--- src/design/mlsfm_pkg.sv ---
package mlsfm_pkg;

   localparam int LANES           = 4;
   localparam int DIRECT_PORTS    = 4;
   localparam int NEIGHBOUR_PORTS = 2;
   localparam int FIFO_DEPTH      = 64;
   localparam int STUB_WIDTH      = 32;
   localparam int STAMP_WIDTH     = 32;

   localparam int DATA_BITS   = (STUB_WIDTH > STAMP_WIDTH) ? STUB_WIDTH : STAMP_WIDTH;
   localparam int WORD_WIDTH  = DATA_BITS + 1;
   localparam int PTR_WIDTH   = $clog2(FIFO_DEPTH);
   localparam int COUNT_WIDTH = $clog2(FIFO_DEPTH + 1);

   // one pop step, one step per push slot, one result step
   localparam int SLOTS      = DIRECT_PORTS + NEIGHBOUR_PORTS + 1;
   localparam int STEP_WIDTH = $clog2(SLOTS + 2);

   typedef logic [WORD_WIDTH-1:0]  word_type;
   typedef logic [PTR_WIDTH-1:0]   ptr_type;
   typedef logic [COUNT_WIDTH-1:0] count_type;
   typedef logic [STEP_WIDTH-1:0]  step_type;

   localparam step_type STEP_POP  = '0;
   localparam step_type STEP_LAST = STEP_WIDTH'(SLOTS + 1);

   typedef enum logic {
      ST_IDLE,
      ST_RUN
   } ctl_state_type;

   typedef struct packed {
      logic     run;
      step_type step;
      logic     push_valid;
      logic     push_stamp;
      word_type push_word;
   } lane_ctl_type;

   typedef struct packed {
      logic popped;
      logic dropped;
   } lane_stat_type;

   function automatic ptr_type ptr_next(ptr_type p);
      return (p == PTR_WIDTH'(FIFO_DEPTH - 1)) ? '0 : p + 1'b1;
   endfunction

endpackage

--- src/design/mlsfm_ram.sv ---
module mlsfm_ram #(
   parameter int WIDTH = 8,
   parameter int DEPTH = 16
) (
   input  logic                     clock,
   input  logic                     wr_en,
   input  logic [$clog2(DEPTH)-1:0] wr_addr,
   input  logic [WIDTH-1:0]         wr_data,
   input  logic                     rd_en,
   input  logic [$clog2(DEPTH)-1:0] rd_addr,
   output logic [WIDTH-1:0]         rd_data
);

   logic [WIDTH-1:0] storage_ff [DEPTH];
   logic [WIDTH-1:0] rd_data_ff;

   always_ff @(posedge clock) begin
      if (wr_en) begin
         storage_ff[wr_addr] <= wr_data;
      end
      if (rd_en) begin
         rd_data_ff <= storage_ff[rd_addr];
      end
   end

   assign rd_data = rd_data_ff;

endmodule

--- src/design/mlsfm_lane.sv ---
module mlsfm_lane (
   input  logic                     clock,
   input  logic                     reset,
   input  mlsfm_pkg::lane_ctl_type  ctl,
   input  logic                     write_en,
   input  logic                     read_en,
   output mlsfm_pkg::lane_stat_type stat,
   output mlsfm_pkg::word_type      word
);

   mlsfm_pkg::ptr_type   head_ff, head_in;
   mlsfm_pkg::ptr_type   tail_ff, tail_in;
   mlsfm_pkg::count_type count_ff, count_in;
   logic                 popped_ff, popped_in;
   logic                 dropped_ff, dropped_in;
   logic                 rd_en;
   logic                 wr_en;
   logic                 do_push;
   mlsfm_pkg::word_type  rd_data;

   mlsfm_ram #(
      .WIDTH (mlsfm_pkg::WORD_WIDTH),
      .DEPTH (mlsfm_pkg::FIFO_DEPTH)
   ) u_ram (
      .clock   (clock),
      .wr_en   (wr_en),
      .wr_addr (tail_ff),
      .wr_data (ctl.push_word),
      .rd_en   (rd_en),
      .rd_addr (head_ff),
      .rd_data (rd_data)
   );

   always_comb begin
      head_in    = head_ff;
      tail_in    = tail_ff;
      count_in   = count_ff;
      popped_in  = popped_ff;
      dropped_in = dropped_ff;
      rd_en      = 1'b0;
      wr_en      = 1'b0;
      do_push    = 1'b0;
      if (ctl.run) begin
         if (ctl.step == mlsfm_pkg::STEP_POP) begin
            // pop sees the fill level from before this request's pushes
            dropped_in = 1'b0;
            popped_in  = read_en && (count_ff != '0);
            rd_en      = popped_in;
            if (popped_in) begin
               head_in  = mlsfm_pkg::ptr_next(head_ff);
               count_in = count_ff - 1'b1;
            end
         end else if (ctl.step != mlsfm_pkg::STEP_LAST) begin
            // stamp only goes in when the fifo holds something
            do_push = write_en && ctl.push_valid && (!ctl.push_stamp || (count_ff != '0));
            if (do_push) begin
               if (count_ff == mlsfm_pkg::COUNT_WIDTH'(mlsfm_pkg::FIFO_DEPTH)) begin
                  dropped_in = 1'b1;
               end else begin
                  wr_en    = 1'b1;
                  tail_in  = mlsfm_pkg::ptr_next(tail_ff);
                  count_in = count_ff + 1'b1;
               end
            end
         end
      end
   end

   always_ff @(posedge clock) begin
      if (reset) begin
         head_ff    <= '0;
         tail_ff    <= '0;
         count_ff   <= '0;
         popped_ff  <= 1'b0;
         dropped_ff <= 1'b0;
      end else begin
         head_ff    <= head_in;
         tail_ff    <= tail_in;
         count_ff   <= count_in;
         popped_ff  <= popped_in;
         dropped_ff <= dropped_in;
      end
   end

   assign stat.popped  = popped_ff;
   assign stat.dropped = dropped_ff;
   assign word         = popped_ff ? rd_data : '0;

endmodule

--- config.mk ---
export PLATFORM = sky130hd
export DESIGN_NAME = mlsfm_lane
export DESIGN_NICKNAME = d
export VERILOG_FILES = /design/src/design/mlsfm_pkg.sv /design/src/design/mlsfm_ram.sv /design/src/design/mlsfm_lane.sv
export SDC_FILE = /design/constraint.sdc
export NUM_CORES = 2
export LEC_CHECK = 0
export BUFFER_PORTS_ARGS = -buffer_cell sky130_fd_sc_hd__buf_4
export CAP_MARGIN = 20
export CORE_MARGIN = 2
export CORE_UTILIZATION = 65
export DETAILED_ROUTE_END_ITERATION = 8
export PLACE_DENSITY_LB_ADDON = 0.25
export SLEW_MARGIN = 10
export SYNTH_ARGS = -nofsm -noshare
export SYNTH_HDL_FRONTEND = slang
export SYNTH_SLANG_ARGS = --single-unit
--- constraint.sdc ---
create_clock -name clock -period 9.4 [get_ports clock]
set_input_delay 1.88 -clock clock [delete_from_list [all_inputs] [get_ports clock]]
set_output_delay 1.88 -clock clock [all_outputs]
set_load 0.02 [all_outputs]
# After elaboration in Yosys (flattened, before gate mapping)
# Memory sizes are Yosys's and may differ from the RTL's. A register that Yosys moved wholly into a read port is not among the register bits.
# Cells that the tools add are included.
# W data, S select, Z words.
[classes]
bitwise_logic = 2
eq_ne = 6
n_addsub = 4
reduce_logical = 15
n_mux = 21
[ops]
columns = ["operator", "n"]
rows = [
  ["$mux W7", 5],
  ["$mux W33", 1],
  ["$mux W1", 13],
  ["$add A6 B1 Y6 const B", 2],
  ["$eq A6 B6 Y1 const B", 2],
  ["$mux W6", 2],
  ["$reduce_and A5 Y1", 2],
  ["$add A7 B1 Y7 const B", 1],
  ["$eq A7 B7 Y1 const B", 1],
  ["$reduce_bool A7 Y1", 1],
  ["$sub A7 B1 Y7 const B", 1],
  ["$reduce_bool A2 Y1", 3],
  ["$logic_not A4 Y1", 1],
  ["$ne A4 B4 Y1 const B", 1],
  ["$reduce_and A4 Y1", 1],
  ["$logic_and A1 B1 Y1", 3],
  ["$reduce_and A3 Y1", 1],
  ["$ne A2 B1 Y1 const B", 1],
  ["$ne A2 B2 Y1 const B", 1],
  ["$not A1 Y1", 2],
  ["$reduce_and A2 Y1", 1],
  ["$logic_not A1 Y1", 1],
  ["$logic_or A1 B1 Y1", 1],
]
[word_totals]
output_inout_bits = 35
elab_cells = 54
regBits = 21
memories = 1
input_bits = 44
ramBits = 2112
[mem_list]
columns = ["name", "words", "word_bits", "read_ports", "rd_ports_with_merged_regs", "wr", "line", "text"]
rows = [
  ["u_ram.storage_ff", 64, 33, 1, 1, 1, "mlsfm_ram.sv:14", "logic [WIDTH-1:0] storage_ff [DEPTH];"],
]

# Logic depth before layout (Yosys ltp)
[depth]
ltp_word = 9
depth_mapped = 10
ltp_nobuf = 7

# Hierarchy
# A second synthesis with hierarchy kept.
[hier_totals]
hier_cells = 3774
area_unflattened_um2 = 82885.7
[modules_own_cells]
columns = ["mod", "instances", "cells_per_inst", "area_per_inst_um2"]
rows = [
  ["mlsfm_ram", 1, 3598, 81523.2],
  ["mlsfm_lane", 1, 176, 1362.6],
]

# Least setup slack after synthesis
# OpenSTA, ideal clock, no wires.
[synth_timing]
kind = "input to register"
startpoint = "in ctl[36] (netlist bit)"
endpoint = "mem u_ram.storage_ff[51][0] (netlist bit) (enable)"
path_slack_ps = 4703
arrival_time_ps = 4273
n_path_buf = 1
setup_time_ps = 423
cell_stages = 6
path_cell_list = "o311a_1 > o311a_1 > buf_6 > nor2b_1 > nand3_1 > nor2_1"
[synth_via]
elab_chain_len = 6
word_cells_on_any_way = 7
classes_between = "eq/ne (1); mux (5); reduce/logical (1)"
[synth_lines]
columns = ["item", "line", "text"]
rows = [
  ["from (decl)", "mlsfm_lane.sv:4", "input mlsfm_pkg::lane_ctl_type ctl,"],
  ["$ne A4 B4 Y1", "mlsfm_lane.sv:53", "end else if (ctl.step != mlsfm_pkg::STEP_LAST) begin"],
  ["$mux W1", "mlsfm_lane.sv:53", ""],
  ["$mux W1 (*)", "mlsfm_lane.sv:44", "if (ctl.step == mlsfm_pkg::STEP_POP) begin"],
  ["$mux W1 (*)", "mlsfm_lane.sv:43", "if (ctl.run) begin"],
  ["$mux W1 (*)", "mlsfm_ram.sv:18", "if (wr_en) begin"],
  ["$mux W1 (implied by the code) (*)", "mlsfm_ram.sv:19", "storage_ff[wr_addr] <= wr_data;"],
  ["to (decl)", "mlsfm_ram.sv:14", ""],
]
# Mark *: on every way between the ends. The rest lies on a longest branch, timed or not.

# Worst setup path after layout
[layout_timing]
startpoint = "in ctl[36] (netlist bit)"
endpoint = "mem u_ram.storage_ff[55][16] (netlist bit) (enable)"
# Same word-level chain as after synthesis.

==> flow_summary_export.csv <==
group,metric,value,unit
run_status,status,"finished clean",
final_layout,layout.nets,3929,
die,floorplan.initialDensity,0.654,
pwr,max-vdd-ir-drop,0.000170,V
timing,worst_slew_margin_rel,0.193,
route,antenna_left,0,
placed_design,finalWeightedCongestion,0.901,
final_layout,n_fill_cell,6794,
synth,synth_xor_xnor_area_share,0.000736,
grt,grt_remaining_overflow,0,
synth,fraction_of_the_mapped_netlist_area_in_simple_logic_gates,0.0176,
final_layout,area_delta_synth_final,11.3,%
worst_setup_path,critical_path_required,9.90,ns
clocking,clock-root-buffer,"sky130_fd_sc_hd__clkbuf_16",
route,routed-via-count,40900,
clocking,clock_tree.htree_level_count,4,
synth,yosys.area.top_type,"sky130_fd_sc_hd__edfxtp_1",
clocking,number_of_cts_inserted_buffers,200,
clocking,max-clock-path-buffers,3,
route,wl_per_cell,35.5,um
placed_design,placedInstanceArea,86000,um^2
timing,setup_total_negative_slack,0,ns
route,drtPass1Iterations,6,
timing,clock.fmax,223,MHz
synth,post_synth_fa_ha_maj_area_fraction,0.000451,
clocking,ctsResizeCount,0,
synth,synth.cell_area,83300,um^2
grt,antenna_found_initial,13,
die,num_io_pins,79,
min_path,timing.hold.worst.class,"reg -> reg",
route,drt_iter0_markers,6807,
synth,async_flop_share,0,
worst_setup_path,worst-setup-path-type,"in -> reg",
grt,track_usage,0.314,
route,wirelength,203000,um
pwr,p_per_area,203,nW/um^2
clocking,cts_setup_buffers,0,
placed_design,dp.final_hpwl,112000,um
clocking,insertion_delay,0.83,ns
timing,hold_violations,0,
final_layout,final_layout_size_suffix_gt1_frac,0.259,
worst_setup_path,timing.critical_path.from_type,"input pin",
synth,synth.avg_cell_area,22.4,um^2
die,chipWidth,362,um
timing,report.final.setup_viol,0,
route,avgViaCountPerCell,7.15,
worst_setup_path,worst-endpoint-arrival,4.99,ns
worst_setup_path,worst_path_max_fanout,17,
flow_run,total_of_max_cap_violations,0,
grt,first_global_vias,39600,
clocking,tritoncts,"yes",
pwr,power.total,18.8,mW
synth,yosys_warnings,0,
grt,grt_start_max_net_pins,125,
timing,rsz0062_at_grt,"false",
clocking,clk_pin_slew,0.06,ns
pwr,total_leakage_power,27.7,nW
final_layout,postLayoutCellArea,92700,um^2
grt,grt_first_pass_wirelength,289000,um
worst_setup_path,critPathCaptureType,"register",
timing,clock-skew-final,0.0222,ns
die,floorplan.core_area,127000,um^2
timing,max_slew_vio_count,0,
synth,synth_cell_type_count,66,
die,die-area,131000,um^2
final_layout,antenna_cells,0,
timing,tcrit_tclk_final,0.477,
synth,yosys-top-cells-area,"sky130_fd_sc_hd__edfxtp_1 (77%), sky130_fd_sc_hd__mux4_2 (13%), sky130_fd_sc_hd__mux2i_1 (2.3%)",
clocking,holdBufCountCts,0,
synth,synth-main-ff-cell,"sky130_fd_sc_hd__edfxtp_1",
placed_design,port-buffer-count,78,
synth,postSynthRegisterBits,2166,
route,remaining_drc_errors,0,
synth,synth_top_family_by_area,"multiplexers",
synth,syn_inst,3724,
clocking,cts_sinks,2166,
timing,fin_crit,4.49,ns
synth,post-synth-top-area-fraction,0.773,
synth,synth_compound_gate_area_share,0.0272,
synth,synth_sequential_area_ratio,0.778,
synth,synth_edf_count,2145,
timing,worstMarginPinSlew,1.19,ns
synth,mapped_nets,3771,
synth,muxShareOfSynthArea,0.161,
die,floorplan_die_height,362,um
die,placement_rows,131,
[layer usage]
metal	GRT usage	routed length [um]
met1	0.457	74700
met2	0.471	94800
met3	0.0726	24200
met4	0.130	9100
met5	0	126
[kinds of logic after synthesis]
family | count (synthesis)
compound gates | 315
buf+inv | 220
fa+ha+maj | 3
flops | 2166
mux | 718
simple gates | 295
xor+xnor | 7
[critical path: stages]
cell and delay [ns]:
sky130_fd_sc_hd__buf_4 0.10, sky130_fd_sc_hd__o311a_1 0.22, sky130_fd_sc_hd__o311a_1 0.53, sky130_fd_sc_hd__nor2b_1 0.43
sky130_fd_sc_hd__nand3_1 0.65, sky130_fd_sc_hd__nor2_4 0.77, sky130_fd_sc_hd__buf_4 0.39
[layout make-up]
| class | count | area (um^2) | area share |
|---|---|---|---|
| sequential | 2166 | 64900 | 0.699 |
| clock buffer | 252 | 5350 | 0.0577 |
| timing repair buffer | 171 | 1660 | 0.0179 |
| inverter | 5 | 18.8 | 0.000202 |
| clock inverter | 123 | 1070 | 0.0116 |
| multi-input combinational | 1338 | 17700 | 0.191 |
| tap | 1662 | 2080 | 0.0224 |
[worst paths after layout]
kind / start / endpoint / slack, ns / cells after the start
worst max-delay path: ctl[36] / u_ram.storage_ff[55][16]$_DFFE_PP_ / 4.91 / 7
worst min-delay path: count_ff[5]$_SDFFE_PP0P_ / count_ff[5]$_SDFFE_PP0P_ / 0.52 / 2
worst max register to register: head_ff[0]$_SDFFE_PP0P_ / u_ram.rd_data[31]$_DFFE_PP_ / 5.18 / 6
worst min register to register: count_ff[5]$_SDFFE_PP0P_ / count_ff[5]$_SDFFE_PP0P_ / 0.52 / 2
[placed cells by master (no fill, tap or decap), types with 9 or more instances in the layout]
master,n
sky130_fd_sc_hd__nor2b_1,10
sky130_fd_sc_hd__dfxtp_1,14
sky130_fd_sc_hd__mux4_2,493
sky130_fd_sc_hd__and2_1,38
sky130_fd_sc_hd__and3_1,15
sky130_fd_sc_hd__buf_12,18
sky130_fd_sc_hd__a31oi_1,9
sky130_fd_sc_hd__a21oi_1,27
sky130_fd_sc_hd__o21ai_1,17
sky130_fd_sc_hd__bufinv_16,19
sky130_fd_sc_hd__clkinv_1,65
sky130_fd_sc_hd__o31ai_1,26
sky130_fd_sc_hd__mux2i_1,192
sky130_fd_sc_hd__nand3_1,12
sky130_fd_sc_hd__o21ai_0,21
sky130_fd_sc_hd__a22o_1,22
sky130_fd_sc_hd__clkbuf_16,207
sky130_fd_sc_hd__clkinv_2,26
sky130_fd_sc_hd__clkbuf_1,45
sky130_fd_sc_hd__nand2_1,47
sky130_fd_sc_hd__a211oi_1,9
sky130_fd_sc_hd__mux2_2,33
sky130_fd_sc_hd__buf_4,145
sky130_fd_sc_hd__nor2_1,57
sky130_fd_sc_hd__a221oi_1,28
sky130_fd_sc_hd__a22oi_1,64
sky130_fd_sc_hd__nor2_4,63
sky130_fd_sc_hd__o22ai_1,45
sky130_fd_sc_hd__edfxtp_1,2145
sky130_fd_sc_hd__o221ai_1,17
[through the flow]
stage	utilization	worst slack, ns	hold slack, ns	cells
4_1_cts	0.726	4.88	0.519	5703
6_report	0.728	4.91	0.521	5717
3_3_place_gp	0.674	4.13	0.489	5322
5_1_grt	0.728	4.80	0.538	5717
2_1_floorplan	-	4.70	0.468	3724
3_5_place_dp	0.675	4.04	0.510	5328
[where the power goes]
part | switching [mW] | internal, mW
Combinational | 0.197 | 0.0261
Sequential | 0.00259 | 10.6
Clock | 3.44 | 4.54
Total | 3.64 | 15.2
[synth_stat cells (4+ instances only)]
master / number
sky130_fd_sc_hd__edfxtp_1: 2145
sky130_fd_sc_hd__mux2_2: 33
sky130_fd_sc_hd__a211oi_1: 9
sky130_fd_sc_hd__dfxtp_1: 21
sky130_fd_sc_hd__o221ai_1: 17
sky130_fd_sc_hd__o32ai_1: 5
sky130_fd_sc_hd__o311a_1: 4
sky130_fd_sc_hd__a22oi_1: 64
sky130_fd_sc_hd__buf_4: 47
sky130_fd_sc_hd__nor3_1: 8
sky130_fd_sc_hd__nand2b_1: 5
sky130_fd_sc_hd__buf_2: 58
sky130_fd_sc_hd__and3_1: 15
sky130_fd_sc_hd__clkbuf_1: 71
sky130_fd_sc_hd__nand3b_1: 5
sky130_fd_sc_hd__o22ai_1: 45
sky130_fd_sc_hd__buf_6: 22
sky130_fd_sc_hd__xnor2_1: 5
sky130_fd_sc_hd__mux4_2: 493
sky130_fd_sc_hd__a22o_1: 22
sky130_fd_sc_hd__a221o_1: 4
sky130_fd_sc_hd__buf_1: 17
sky130_fd_sc_hd__o31ai_1: 26
sky130_fd_sc_hd__nor2_1: 121
sky130_fd_sc_hd__nand3_1: 12
sky130_fd_sc_hd__nor2b_1: 13
sky130_fd_sc_hd__o21ai_1: 17
sky130_fd_sc_hd__mux2i_1: 192
sky130_fd_sc_hd__a21oi_1: 27
sky130_fd_sc_hd__or4_1: 8
sky130_fd_sc_hd__a31oi_1: 9
sky130_fd_sc_hd__a221oi_1: 28
sky130_fd_sc_hd__o21ai_0: 21
sky130_fd_sc_hd__or3_1: 5
sky130_fd_sc_hd__nand2_1: 47
sky130_fd_sc_hd__and2_1: 38
[state kept, by name (all words and copies together) (netlist names)]
name / count
popped_ff: 1
head_ff: 6
u_ram.rd_data: 33
dropped_ff: 1
u_ram.storage_ff: 2112
tail_ff: 6
count_ff: 7
Note: power is estimated with default switching activity, not from simulation.
